===== src/rtl/mrct_pkg.sv =====
// ----------------------------------------------------------------------------
// mrct_pkg
// shared types and constants of the mixed-radix countdown timer
// ----------------------------------------------------------------------------
package mrct_pkg;

  // input item kinds, carried on in_tuser
  localparam logic OP_TICK = 1'b0;
  localparam logic OP_LOAD = 1'b1;

  // configuration register indexes (paddr[2])
  localparam logic REG_FRAME_RATE_MODE = 1'b0;
  localparam logic REG_COUNT_ENABLE    = 1'b1;

  localparam logic [9:0] MAX_LOAD_SECONDS = 10'd599;

  // digit reload values on borrow
  localparam logic [3:0] RELOAD_DEC     = 4'd9;
  localparam logic [2:0] RELOAD_TENS_S  = 3'd5;
  localparam logic [2:0] RELOAD_TT_50HZ = 3'd4;
  localparam logic [2:0] RELOAD_TT_60HZ = 3'd5;

  typedef struct packed {
    logic [3:0] minutes;
    logic [2:0] tens_s;
    logic [3:0] secs;
    logic [2:0] tick_tens;
    logic [3:0] tick_units;
  } digits_t;

  // item held in the input register, load fields already split into digits
  typedef struct packed {
    logic       op;
    logic [3:0] ld_minutes;
    logic [2:0] ld_tens_s;
    logic [3:0] ld_secs;
    logic [9:0] ld_count;
  } item_t;

  typedef struct packed {
    logic frame_rate_mode;
    logic count_enable;
  } cfg_t;

  typedef struct packed {
    digits_t    dig;
    logic [9:0] count;
  } result_t;

endpackage


===== src/rtl/mrct_in_stage.sv =====
// ----------------------------------------------------------------------------
// mrct_in_stage
// input register; saturates a load time and splits it into digits
// ----------------------------------------------------------------------------
module mrct_in_stage
  import mrct_pkg::*;
(
  input  logic        clk,
  input  logic        rst_n,
  input  logic        in_tvalid,
  output logic        in_tready,
  input  logic [15:0] in_tdata,
  input  logic        in_tuser,
  input  logic        advance,
  output logic        item_vld,
  output item_t       item
);

  logic        vld_r, vld_nxt;
  item_t       item_r, item_nxt;
  logic        accept;
  logic [9:0]  secs_sat;
  logic [19:0] min_prod;
  logic [3:0]  minutes;
  logic [9:0]  rem60_full;
  logic [5:0]  rem60;
  logic [13:0] tens_prod;
  logic [2:0]  tens_s;
  logic [5:0]  secs_full;

  assign in_tready = !vld_r || advance;
  assign accept    = in_tvalid && in_tready;

  always_comb begin
    secs_sat   = (in_tdata[9:0] > MAX_LOAD_SECONDS) ? MAX_LOAD_SECONDS : in_tdata[9:0];
    // s / 60 as (s * 547) >> 15, exact for s up to 599
    min_prod   = 20'(secs_sat) * 20'd547;
    minutes    = min_prod[18:15];
    rem60_full = secs_sat - 10'(minutes) * 10'd60;
    rem60      = rem60_full[5:0];
    // r / 10 as (r * 26) >> 8, exact for r up to 59
    tens_prod  = 14'(rem60) * 14'd26;
    tens_s     = tens_prod[10:8];
    secs_full  = rem60 - 6'(tens_s) * 6'd10;

    item_nxt.op         = in_tuser;
    item_nxt.ld_minutes = minutes;
    item_nxt.ld_tens_s  = tens_s;
    item_nxt.ld_secs    = secs_full[3:0];
    item_nxt.ld_count   = secs_sat + 10'd1;

    if (accept) begin
      vld_nxt = 1'b1;
    end else if (advance) begin
      vld_nxt = 1'b0;
    end else begin
      vld_nxt = vld_r;
    end
  end

  always_ff @(posedge clk) begin
    if (!rst_n) begin
      vld_r <= 1'b0;
    end else begin
      vld_r <= vld_nxt;
    end
  end

  always_ff @(posedge clk) begin
    if (accept) begin
      item_r <= item_nxt;
    end
  end

  assign item_vld = vld_r;
  assign item     = item_r;

endmodule


===== src/rtl/mrct_core.sv =====
// ----------------------------------------------------------------------------
// mrct_core
// second count and display digits with the borrow chain
// ----------------------------------------------------------------------------
module mrct_core
  import mrct_pkg::*;
(
  input  logic    clk,
  input  logic    rst_n,
  input  logic    fire,
  input  item_t   item,
  input  cfg_t    cfg,
  output result_t res
);

  logic [9:0] count_r, count_nxt;
  digits_t    dig_r, dig_nxt;
  logic [9:0] count_dec;
  logic       b_tu, b_tt, b_sec, b_tens;

  always_comb begin
    count_nxt = count_r;
    dig_nxt   = dig_r;
    count_dec = count_r;
    b_tu      = 1'b0;
    b_tt      = 1'b0;
    b_sec     = 1'b0;
    b_tens    = 1'b0;

    if (item.op == OP_LOAD) begin
      count_nxt          = item.ld_count;
      dig_nxt.minutes    = item.ld_minutes;
      dig_nxt.tens_s     = item.ld_tens_s;
      dig_nxt.secs       = item.ld_secs;
      dig_nxt.tick_tens  = '0;
      dig_nxt.tick_units = '0;
    end else if (cfg.count_enable && count_r != '0) begin
      // a whole second goes when both tick digits sit at zero
      if (dig_r.tick_units == '0 && dig_r.tick_tens == '0) begin
        count_dec = count_r - 10'd1;
      end
      count_nxt = count_dec;
      // no digit change on the tick that runs out the time
      if (count_dec != '0) begin
        b_tu   = (dig_r.tick_units == '0);
        b_tt   = b_tu && (dig_r.tick_tens == '0);
        b_sec  = b_tt && (dig_r.secs == '0);
        b_tens = b_sec && (dig_r.tens_s == '0);

        dig_nxt.tick_units = b_tu ? RELOAD_DEC : dig_r.tick_units - 4'd1;
        if (b_tu) begin
          if (b_tt) begin
            dig_nxt.tick_tens = cfg.frame_rate_mode ? RELOAD_TT_60HZ : RELOAD_TT_50HZ;
          end else begin
            dig_nxt.tick_tens = dig_r.tick_tens - 3'd1;
          end
        end
        if (b_tt) begin
          dig_nxt.secs = b_sec ? RELOAD_DEC : dig_r.secs - 4'd1;
        end
        if (b_sec) begin
          dig_nxt.tens_s = b_tens ? RELOAD_TENS_S : dig_r.tens_s - 3'd1;
        end
        if (b_tens) begin
          dig_nxt.minutes = (dig_r.minutes == '0) ? RELOAD_DEC : dig_r.minutes - 4'd1;
        end
      end
    end
  end

  always_ff @(posedge clk) begin
    if (!rst_n) begin
      count_r <= '0;
      dig_r   <= '0;
    end else if (fire) begin
      count_r <= count_nxt;
      dig_r   <= dig_nxt;
    end
  end

  // result shows the state after the item
  assign res.count = count_nxt;
  assign res.dig   = dig_nxt;

endmodule


===== src/rtl/mixed_radix_countdown_timer.sv =====
// ----------------------------------------------------------------------------
// mixed_radix_countdown_timer
// countdown timer shown as minutes, tens of seconds, seconds and tick digits
// ----------------------------------------------------------------------------
//  channel  | ports               | role
//  ---------+---------------------+-----------------------------------------
//  input    | in_t*               | tick or load item (tuser = kind)
//  result   | out_t*              | digits, second count and expiry per item
//  config   | cfg_p*              | frame rate mode, count enable
//
//  one item per cycle sustained while out_tready stays high; each item passes
//  the input register, then the result register, before its result is
//  offered
//  the digit borrow chain and second count update together in the core
//  reset (synchronous, rst_n low) clears the count and digits, so the
//  result of a tick right after reset reports expired
//  a stalled result holds in the output register while one more item waits
//  in the input register; the input side stalls only when both are full
// ----------------------------------------------------------------------------
module mixed_radix_countdown_timer
  import mrct_pkg::*;
(
  input  logic        clk,
  input  logic        rst_n,
  // input channel
  input  logic        in_tvalid,
  output logic        in_tready,
  input  logic [15:0] in_tdata,   // [9:0] load_seconds
  input  logic        in_tuser,   // [0] opcode
  // result channel
  output logic        out_tvalid,
  input  logic        out_tready,
  // [3:0] minutes_digit, [6:4] tens_of_seconds, [10:7] seconds_digit,
  // [13:11] tick_tens, [17:14] tick_units, [27:18] seconds_left, [28] expired
  output logic [31:0] out_tdata,
  // configuration port
  input  logic        cfg_psel,
  input  logic        cfg_penable,
  input  logic        cfg_pwrite,
  input  logic [2:0]  cfg_paddr,
  input  logic [31:0] cfg_pwdata,
  output logic [31:0] cfg_prdata,
  output logic        cfg_pready
);

  cfg_t        cfg_r;
  logic        cfg_wr;
  logic        advance;
  logic        item_vld;
  item_t       item;
  logic        fire;
  result_t     res;
  logic        out_vld_r, out_vld_nxt;
  logic [31:0] out_data_r;
  logic [31:0] out_data_nxt;

  // configuration registers, always ready
  assign cfg_pready = 1'b1;
  assign cfg_wr     = cfg_psel && cfg_penable && cfg_pwrite && cfg_pready;

  always_ff @(posedge clk) begin
    if (!rst_n) begin
      cfg_r <= '0;
    end else if (cfg_wr) begin
      case (cfg_paddr[2])
        REG_FRAME_RATE_MODE: cfg_r.frame_rate_mode <= cfg_pwdata[0];
        REG_COUNT_ENABLE:    cfg_r.count_enable    <= cfg_pwdata[0];
        default:             cfg_r                 <= cfg_r;
      endcase
    end
  end

  always_comb begin
    case (cfg_paddr[2])
      REG_FRAME_RATE_MODE: cfg_prdata = {31'd0, cfg_r.frame_rate_mode};
      REG_COUNT_ENABLE:    cfg_prdata = {31'd0, cfg_r.count_enable};
      default:             cfg_prdata = '0;
    endcase
  end

  // the item in the input register moves on whenever the result slot frees up
  assign advance = !out_vld_r || out_tready;
  assign fire    = item_vld && advance;

  mrct_in_stage u_in_stage (
    .clk       (clk),
    .rst_n     (rst_n),
    .in_tvalid (in_tvalid),
    .in_tready (in_tready),
    .in_tdata  (in_tdata),
    .in_tuser  (in_tuser),
    .advance   (advance),
    .item_vld  (item_vld),
    .item      (item)
  );

  mrct_core u_core (
    .clk   (clk),
    .rst_n (rst_n),
    .fire  (fire),
    .item  (item),
    .cfg   (cfg_r),
    .res   (res)
  );

  // result register
  always_comb begin
    out_data_nxt = {3'd0, (res.count == '0), res.count, res.dig.tick_units,
                    res.dig.tick_tens, res.dig.secs, res.dig.tens_s, res.dig.minutes};
    if (fire) begin
      out_vld_nxt = 1'b1;
    end else if (out_tready) begin
      out_vld_nxt = 1'b0;
    end else begin
      out_vld_nxt = out_vld_r;
    end
  end

  always_ff @(posedge clk) begin
    if (!rst_n) begin
      out_vld_r <= 1'b0;
    end else begin
      out_vld_r <= out_vld_nxt;
    end
  end

  always_ff @(posedge clk) begin
    if (fire) begin
      out_data_r <= out_data_nxt;
    end
  end

  assign out_tvalid = out_vld_r;
  assign out_tdata  = out_data_r;

  // expiry flag agrees with the second count
  a_expired_flag: assert property (@(posedge clk) disable iff (!rst_n)
    out_tvalid |-> (out_tdata[28] == (out_tdata[27:18] == 10'd0)))
    else $error("expired flag does not match seconds_left");

  // digits stay within their radix
  a_digit_range: assert property (@(posedge clk) disable iff (!rst_n)
    out_tvalid |-> (out_tdata[3:0] <= 4'd9 && out_tdata[6:4] <= 3'd5 &&
                    out_tdata[10:7] <= 4'd9 && out_tdata[13:11] <= 3'd5 &&
                    out_tdata[17:14] <= 4'd9))
    else $error("display digit out of range");

  // second count never exceeds a saturated load plus one
  a_count_range: assert property (@(posedge clk) disable iff (!rst_n)
    out_tvalid |-> (out_tdata[27:18] <= 10'd600))
    else $error("seconds_left out of range");

  // an item waiting behind a stalled result is not dropped
  a_item_held: assert property (@(posedge clk) disable iff (!rst_n)
    (item_vld && !advance) |=> item_vld)
    else $error("pending item lost while result stalled");

endmodule


===== config.mk =====
export PLATFORM = sky130hd
export DESIGN_NAME = mixed_radix_countdown_timer
export DESIGN_NICKNAME = d
export VERILOG_FILES = /design/src/rtl/mrct_pkg.sv /design/src/rtl/mrct_in_stage.sv /design/src/rtl/mrct_core.sv /design/src/rtl/mixed_radix_countdown_timer.sv
export SDC_FILE = /design/constraint.sdc
export NUM_CORES = 1
export LEC_CHECK = 0
export ABC_CLOCK_PERIOD_IN_PS = 8700
export BUFFER_PORTS_ARGS = -buffer_cell sky130_fd_sc_hd__buf_2
export CAP_MARGIN = 0
export CORE_ASPECT_RATIO = 1.75
export CORE_MARGIN = 3
export CORE_UTILIZATION = 43
export CTS_CLUSTER_DIAMETER = 100
export DETAILED_ROUTE_END_ITERATION = 10
export PLACE_DENSITY = 0.67
export SETUP_SLACK_MARGIN = 0.02
export SLEW_MARGIN = 0
export SYNTH_ARGS = -nofsm -noshare
export SYNTH_HDL_FRONTEND = slang
export SYNTH_SLANG_ARGS = --single-unit
export TNS_END_PERCENT = 5

===== constraint.sdc =====
create_clock -name clk -period 8.7 [get_ports clk]
set_input_delay 0.87 -clock clk [delete_from_list [all_inputs] [get_ports clk]]
set_output_delay 0.87 -clock clk [all_outputs]
set_load 0.03 [all_outputs]

# Word-level counts from Yosys, hierarchy flattened
# Index checks and enable logic that the tools add are counted.
[classes] muxes=24 reduce_logical=24 n_bitwise=1 order_cmp=1 n_mul=4 n_addsub=9
[op_table] cell="one-hot mux 32 bit (2 select lines)" count=1
[op_table] cell="two-way mux 10 bit" count=6
[op_table] cell="two-way mux 18 bit" count=3
[op_table] cell="two-way mux 4 bit" count=5
[op_table] cell="nonzero test 10 bit" count=2
[op_table] cell="multiplier 10 x 10 -> 19 bit (second input constant)" count=1
[op_table] cell="logical NOT 4 bit" count=3
[op_table] cell="two-way mux 3 bit" count=4
[op_table] cell="subtractor 4 x 1 -> 4 bit (second input constant)" count=3
[op_table] cell="adder 10 x 1 -> 10 bit (second input constant)" count=1
[op_table] cell="> comparator 10 bit (second input constant)" count=1
[op_table] cell="logical NOT 10 bit" count=1
[op_table] cell="multiplier 6 x 4 -> 10 bit (second input constant)" count=1
[op_table] cell="subtractor 10 x 1 -> 10 bit (second input constant)" count=1
[op_table] cell="logical AND 1 bit" count=8
[op_table] cell="logical NOT 3 bit" count=2
[op_table] cell="subtractor 3 x 1 -> 3 bit (second input constant)" count=2
[op_table] cell="subtractor 6 bit" count=1
[op_table] cell="two-way mux 1 bit" count=5
[op_table] cell="multiplier 4 x 1 -> 4 bit (second input constant)" count=1
[op_table] cell="AND reduction 2 bit" count=2
[op_table] cell="nonzero test 2 bit" count=2
[op_table] cell="subtractor 4 bit" count=1
[op_table] cell="multiplier 3 x 3 -> 3 bit (second input constant)" count=1
[op_table] cell="other kinds (3)" count=5
[totals] inputBits=59 reg_bits=83 out_inout_bits=67

# Longest topological paths before layout
[logic_depth] word_depth=9 mapped_depth=38

# Modules after synthesis
# From an unflattened synthesis, not the netlist that was laid out.
[hier_totals] cells_unflattened=712 area_unflattened_um2=6601.3
[modules_own_cells] mod="mrct_in_stage" cells_per_inst=275 seq_area_each_um2=680.7 area_each_um2=2726.4 n_inst=1
[modules_own_cells] mod="mrct_core" cells_per_inst=353 seq_area_each_um2=560.5 area_each_um2=2561.2 n_inst=1
[modules_own_cells] mod="mixed_radix_countdown_timer" cells_per_inst=84 seq_area_each_um2=930.9 area_each_um2=1313.8 n_inst=1

# Worst setup path after synthesis
# Ideal clock, no wire load.
[synth_path] path_type="input port to flip-flop" startpoint="input in_tdata[3]" endpoint="register u_in_stage.item_r, in the netlist u_in_stage.item[13], data pin" setup_ps=259 t_arrival_ps=8531 slack_ps=-91 required_time_ps=8441 cell_stages=38 cell_sequence="buf_2 > a21o_1 > a211o_1 > nand2_1 > clkbuf_1 > nand2b_1 > ha_1 > inv_1 > fa_1 > inv_1 > ha_1 > ha_1 > ha_1 > and3_1 > and3_1 > a21oi_1 > o21ai_2 > nor3_1 > (+2 left out) > inv_1 > ha_1 > a21o_1 > a21oi_1 > xnor2_1 > xnor3_1 > fa_1 > inv_1 > ha_1 > a21o_1 > a21oi_1 > o41ai_4 > xor2_1 > ha_1 > fa_1 > xnor2_1 > xnor2_1 > xnor2_1"
[synth_rtl] element="start, declared" line_no="mixed_radix_countdown_timer.sv:28" source="input logic [15:0] in_tdata,"
[synth_rtl] element="end signal, assigned" line_no="mrct_in_stage.sv:71" source="item_r <= item_nxt;"
[synth_rtl] element="end, declared" line_no="mrct_in_stage.sv:20" source="item_t item_r, item_nxt;"

==> summary.md <==
| Metric | Value |
|---|---|
| Endpoints failing hold | `0` |
| Share of synthesized area occupied by flip-flops and latches | `33.9%` |
| Unrepaired setup endpoints after global routing | `false` |
| Synthesized flop and latch total | `just over 80` |
| Leading area contributor after synthesis | `edfxtp_1` |
| Post-synth top cells | `nand2_1, ha_1, nor2_1` |
| Overflow after GRT | `0` |
| Worst hold path endpoint | `u_core.count_r[9]` |
| Inserted Clock Buffers | `9` |
| Peak Freq | `around 120 MHz` |
| TritonCTS Sinks | `slightly above 80` |
| Share of post-route cells with drive strength above 1 | `about 17%` |
| Leakage power of the design | `approximately 3.1 nW` |
| Headroom to the max-slew limit | `27.1%` |
| Kind of launch point of the worst setup path | `input pin` |
| Worst r2r path cells | `5` |
| Total die area | `around 16,000 sq um` |
| Clock latency of the later-clocked register in the worst-skew pair | `0.34 ns` |
| Half-perimeter wire length of the detailed placement result | `10,800 microns` |
| Post-route core utilization | `roughly half` |
| Reg2Reg Launch Point | `out_tvalid` |
| Overall routing resource usage | `17.3%` |
| Total I/O pin count | `roughly 130` |
| Number of buffers inserted by port buffering | `just over 50` |
| Design area | `7220 sq um` |
| Outcome | `completed` |
| Delay contributed by the slowest stage of the critical path | `roughly 0.54 ns` |
| Cell depth of the worst hold path | `2` |
| Final estimated routing congestion in global placement | `about 0.84` |
| Number of search-and-repair iterations in the first detailed-routing pass | `5` |
| Most frequently used flop master after synthesis | `edfxtp_1` |
| Overall routed net length | `between 10,000 and 15,000 microns` |
| Die Width | `slightly below 100 microns` |
| Starting density of the core | `between 40% and 50%` |
| Post-route ant nets | `0` |
| Mapped Cells | `about 720` |
| Via count of the first global-routing pass | `around 5,000` |
| Clock transition time at the flip-flop clock pins of the worst setup and hold paths | `about 0.06 ns` |
| Worst clock skew on the final layout | `0.00736 ns` |
| Register-to-register setup slack | `a little under 6 ns` |
| Final Power | `about 0.0021 W` |
| Post-DP Area | `6820 sq um` |
| Mean instance size in the synthesized netlist | `roughly 8.9 sq um` |
| Power density over the cells | `just under 300 nW/um^2` |
| Total of warnings raised by yosys | `0` |
| Drt initial violations | `approximately 220` |
| Synth top area share | `roughly a quarter` |
| Setup slack of the critical path after layout | `0.438 ns` |
| Area overhead of the layout relative to synthesis | `12.5%` |
| Endpoint kind of the worst setup timing path | `flip-flop` |
| Hold Crit Start | `u_core.count_r[9]` |
| Worst slack at placement | `-0.0917 ns` |
| Largest buffer count on any clock path | `2` |
| CTS root buffer | `clkbuf_16` |
| Share of synthesized registers carrying an async set or reset | `0%` |
| Setup TNS Final | `0 ns` |
| Worst hold path class | `flip-flop to flip-flop` |
| Wire length of the first global-routing pass | `between 20,000 and 25,000 microns` |
| Overall via count from detail_route | `~5,100` |
| Number of pins exceeding their max-slew limit in the final report | `0` |
| Cell types with the largest area share after synthesis | `edfxtp_1, ha_1, dfxtp_1` |
| Transition time of the tightest slew-check pin | `1.09 ns` |
| Standard cell core area | `14,500 sq um` |
| Synth unique cells | `between 70 and 80` |
| Number of antenna violations at the first check in global routing | `0` |
| Critical path origin | `in_tdata[3]` |
| Max-cap violation count | `0` |
| Endpoint of the worst-slack reg-to-reg timing path | `u_core.dig_r[10]` |
| Maximum vdd drop | `around 270 uV` |
| Num rows | `58` |
| CP max FO | `3` |
| Count of antenna diodes in the layout | `0` |
| Crit path arrival time | `8.35 ns` |
| Slowest cell on the critical path | `fa_1` |
| Detail-routed net length per standard cell | `between 10 and 15 microns` |
| CTS tree | `done` |
| Most frequent cell on the critical path | `ha_1` |
| Number of vias per cell after detailed routing | `approximately 5.3` |
| Number of enable-type register cells in the synthesized netlist | `51` |
| Synthesized area | `6410 sq um` |
| Number of remaining DRC errors | `0` |
| Finish-stage setup viols | `0` |
| Final worst path period share | `about 95%` |
| Shortest period the worst path allows | `~8.3 ns` |
| Data required, critical path | `8.79 ns` |
| Critical path class | `input pin to flip-flop` |
| Maximum number of pins on one net before global-route repair | `60` |
| Most common cell in the synthesized netlist | `nand2_1` |
| Die Span Y | `168 microns` |
| Count of nets after finishing | `~910` |
| H-tree lvl count | `3` |
cell usage in the layout (no fill, tap or decap), drive strengths merged, types with 4 or more instances in the layout:
cell type / instances
buf: 82
nand2: 73
ha: 67
nor2: 56
edfxtp: 51
a21oi: 47
o21ai: 45
inv: 43
conb: 35
dfxtp: 32
nand3: 24
nor3: 24
xnor2: 23
xor2: 15
nor2b: 14
nand2b: 12
and3: 10
clkbuf: 9
nor4: 9
mux2i: 8
or3: 7
a31oi: 7
fa: 7
nand4: 7
o211ai: 5
a21o: 5
nor3b: 5
and2: 5
clkinv: 5
mux2: 4
a211oi: 4
critical path: cells and delay by family:
kind / cells / cell delay [ns]
buffers and inverters: 5 / 0.32
adder cells (fa/ha/maj): 10 / 3.41
XOR/XNOR: 7 / 1.23
AND/OR/NAND/NOR: 5 / 0.72
AO/OA/AOI/OAI: 10 / 1.80
metal layers:
layer / vias to the layer above / part of all wire [%] / track usage, %
li1: 2563 / - / -
met1: 2392 / 35 / 17.6
met2: 107 / 57 / 33.9
met3: 42 / 2.8 / 1.75
met4: 0 / 4.6 / 8.68
met5: - / 0 / 0
area by class of cell:
class | instances | area (sq um)
clock inverter | 7 | 92.6
clock buffer | 9 | 225
tap | 180 | 225
sequential | 83 | 2170
inverter | 44 | 165
multi-input combinational | 553 | 3850
timing repair buffer | 82 | 488
fill | 1418 | 7300
timing repair:
item                       4_1_cts  5_1_grt
setup buffers                    0        1
hold buffers                     0        0
hold endpoints to repair         0        0
setup endpoints to repair        0        1
gates resized for setup          0       10
power breakdown:
part	internal [W]	total [W]	switching, W
registers	0.000525	0.000548	0.0000225
logic	0.000577	0.00119	0.000615
clock network	0.000250	0.000405	0.000155
total	0.00135	0.00215	0.000792
worst max path at each step:
| stage | end | slack [ns] | cells past startpoint |
|---|---|---|---|
| 6_report | u_in_stage.item[13] | 0.44 | 37 |
| 3_3_place_gp | u_in_stage.item[13] | -0.03 | 36 |
| 3_5_place_dp | u_in_stage.item[13] | -0.09 | 37 |
| 4_1_cts | u_in_stage.item[13] | 0.25 | 37 |
| 5_1_grt | u_in_stage.item[13] | 0.03 | 37 |
| 2_1_floorplan | u_in_stage.item[13] | 0.04 | 38 |
flip-flops by register name (all words and copies together) (netlist names):
signal / cells
out_tdata: 29
u_in_stage.item: 22
u_core.dig_r: 18
u_core.count_r: 10
cfg_r: 2
out_tvalid: 1
u_in_stage.item_vld: 1
cells by family after synthesis:
logic type | synth area share (%)
DFF | 33.9
buffers and inverters | 9.27
AOI/OAI and AO/OA | 13.4
and+or+nand+nor | 20.2
xor gates and xnor gates | 5.91
adders and majority gates | 15.3
other | 0.117
muxes | 1.95
stage by stage:
step           instances  hold slack (ns)
5_1_grt              958            0.522
3_5_place_dp         941            0.493
3_3_place_gp         941            0.487
2_1_floorplan        750            0.456
4_1_cts              957            0.500
6_report             958            0.504
No activity file was read; power rests on OpenSTA's default activity.
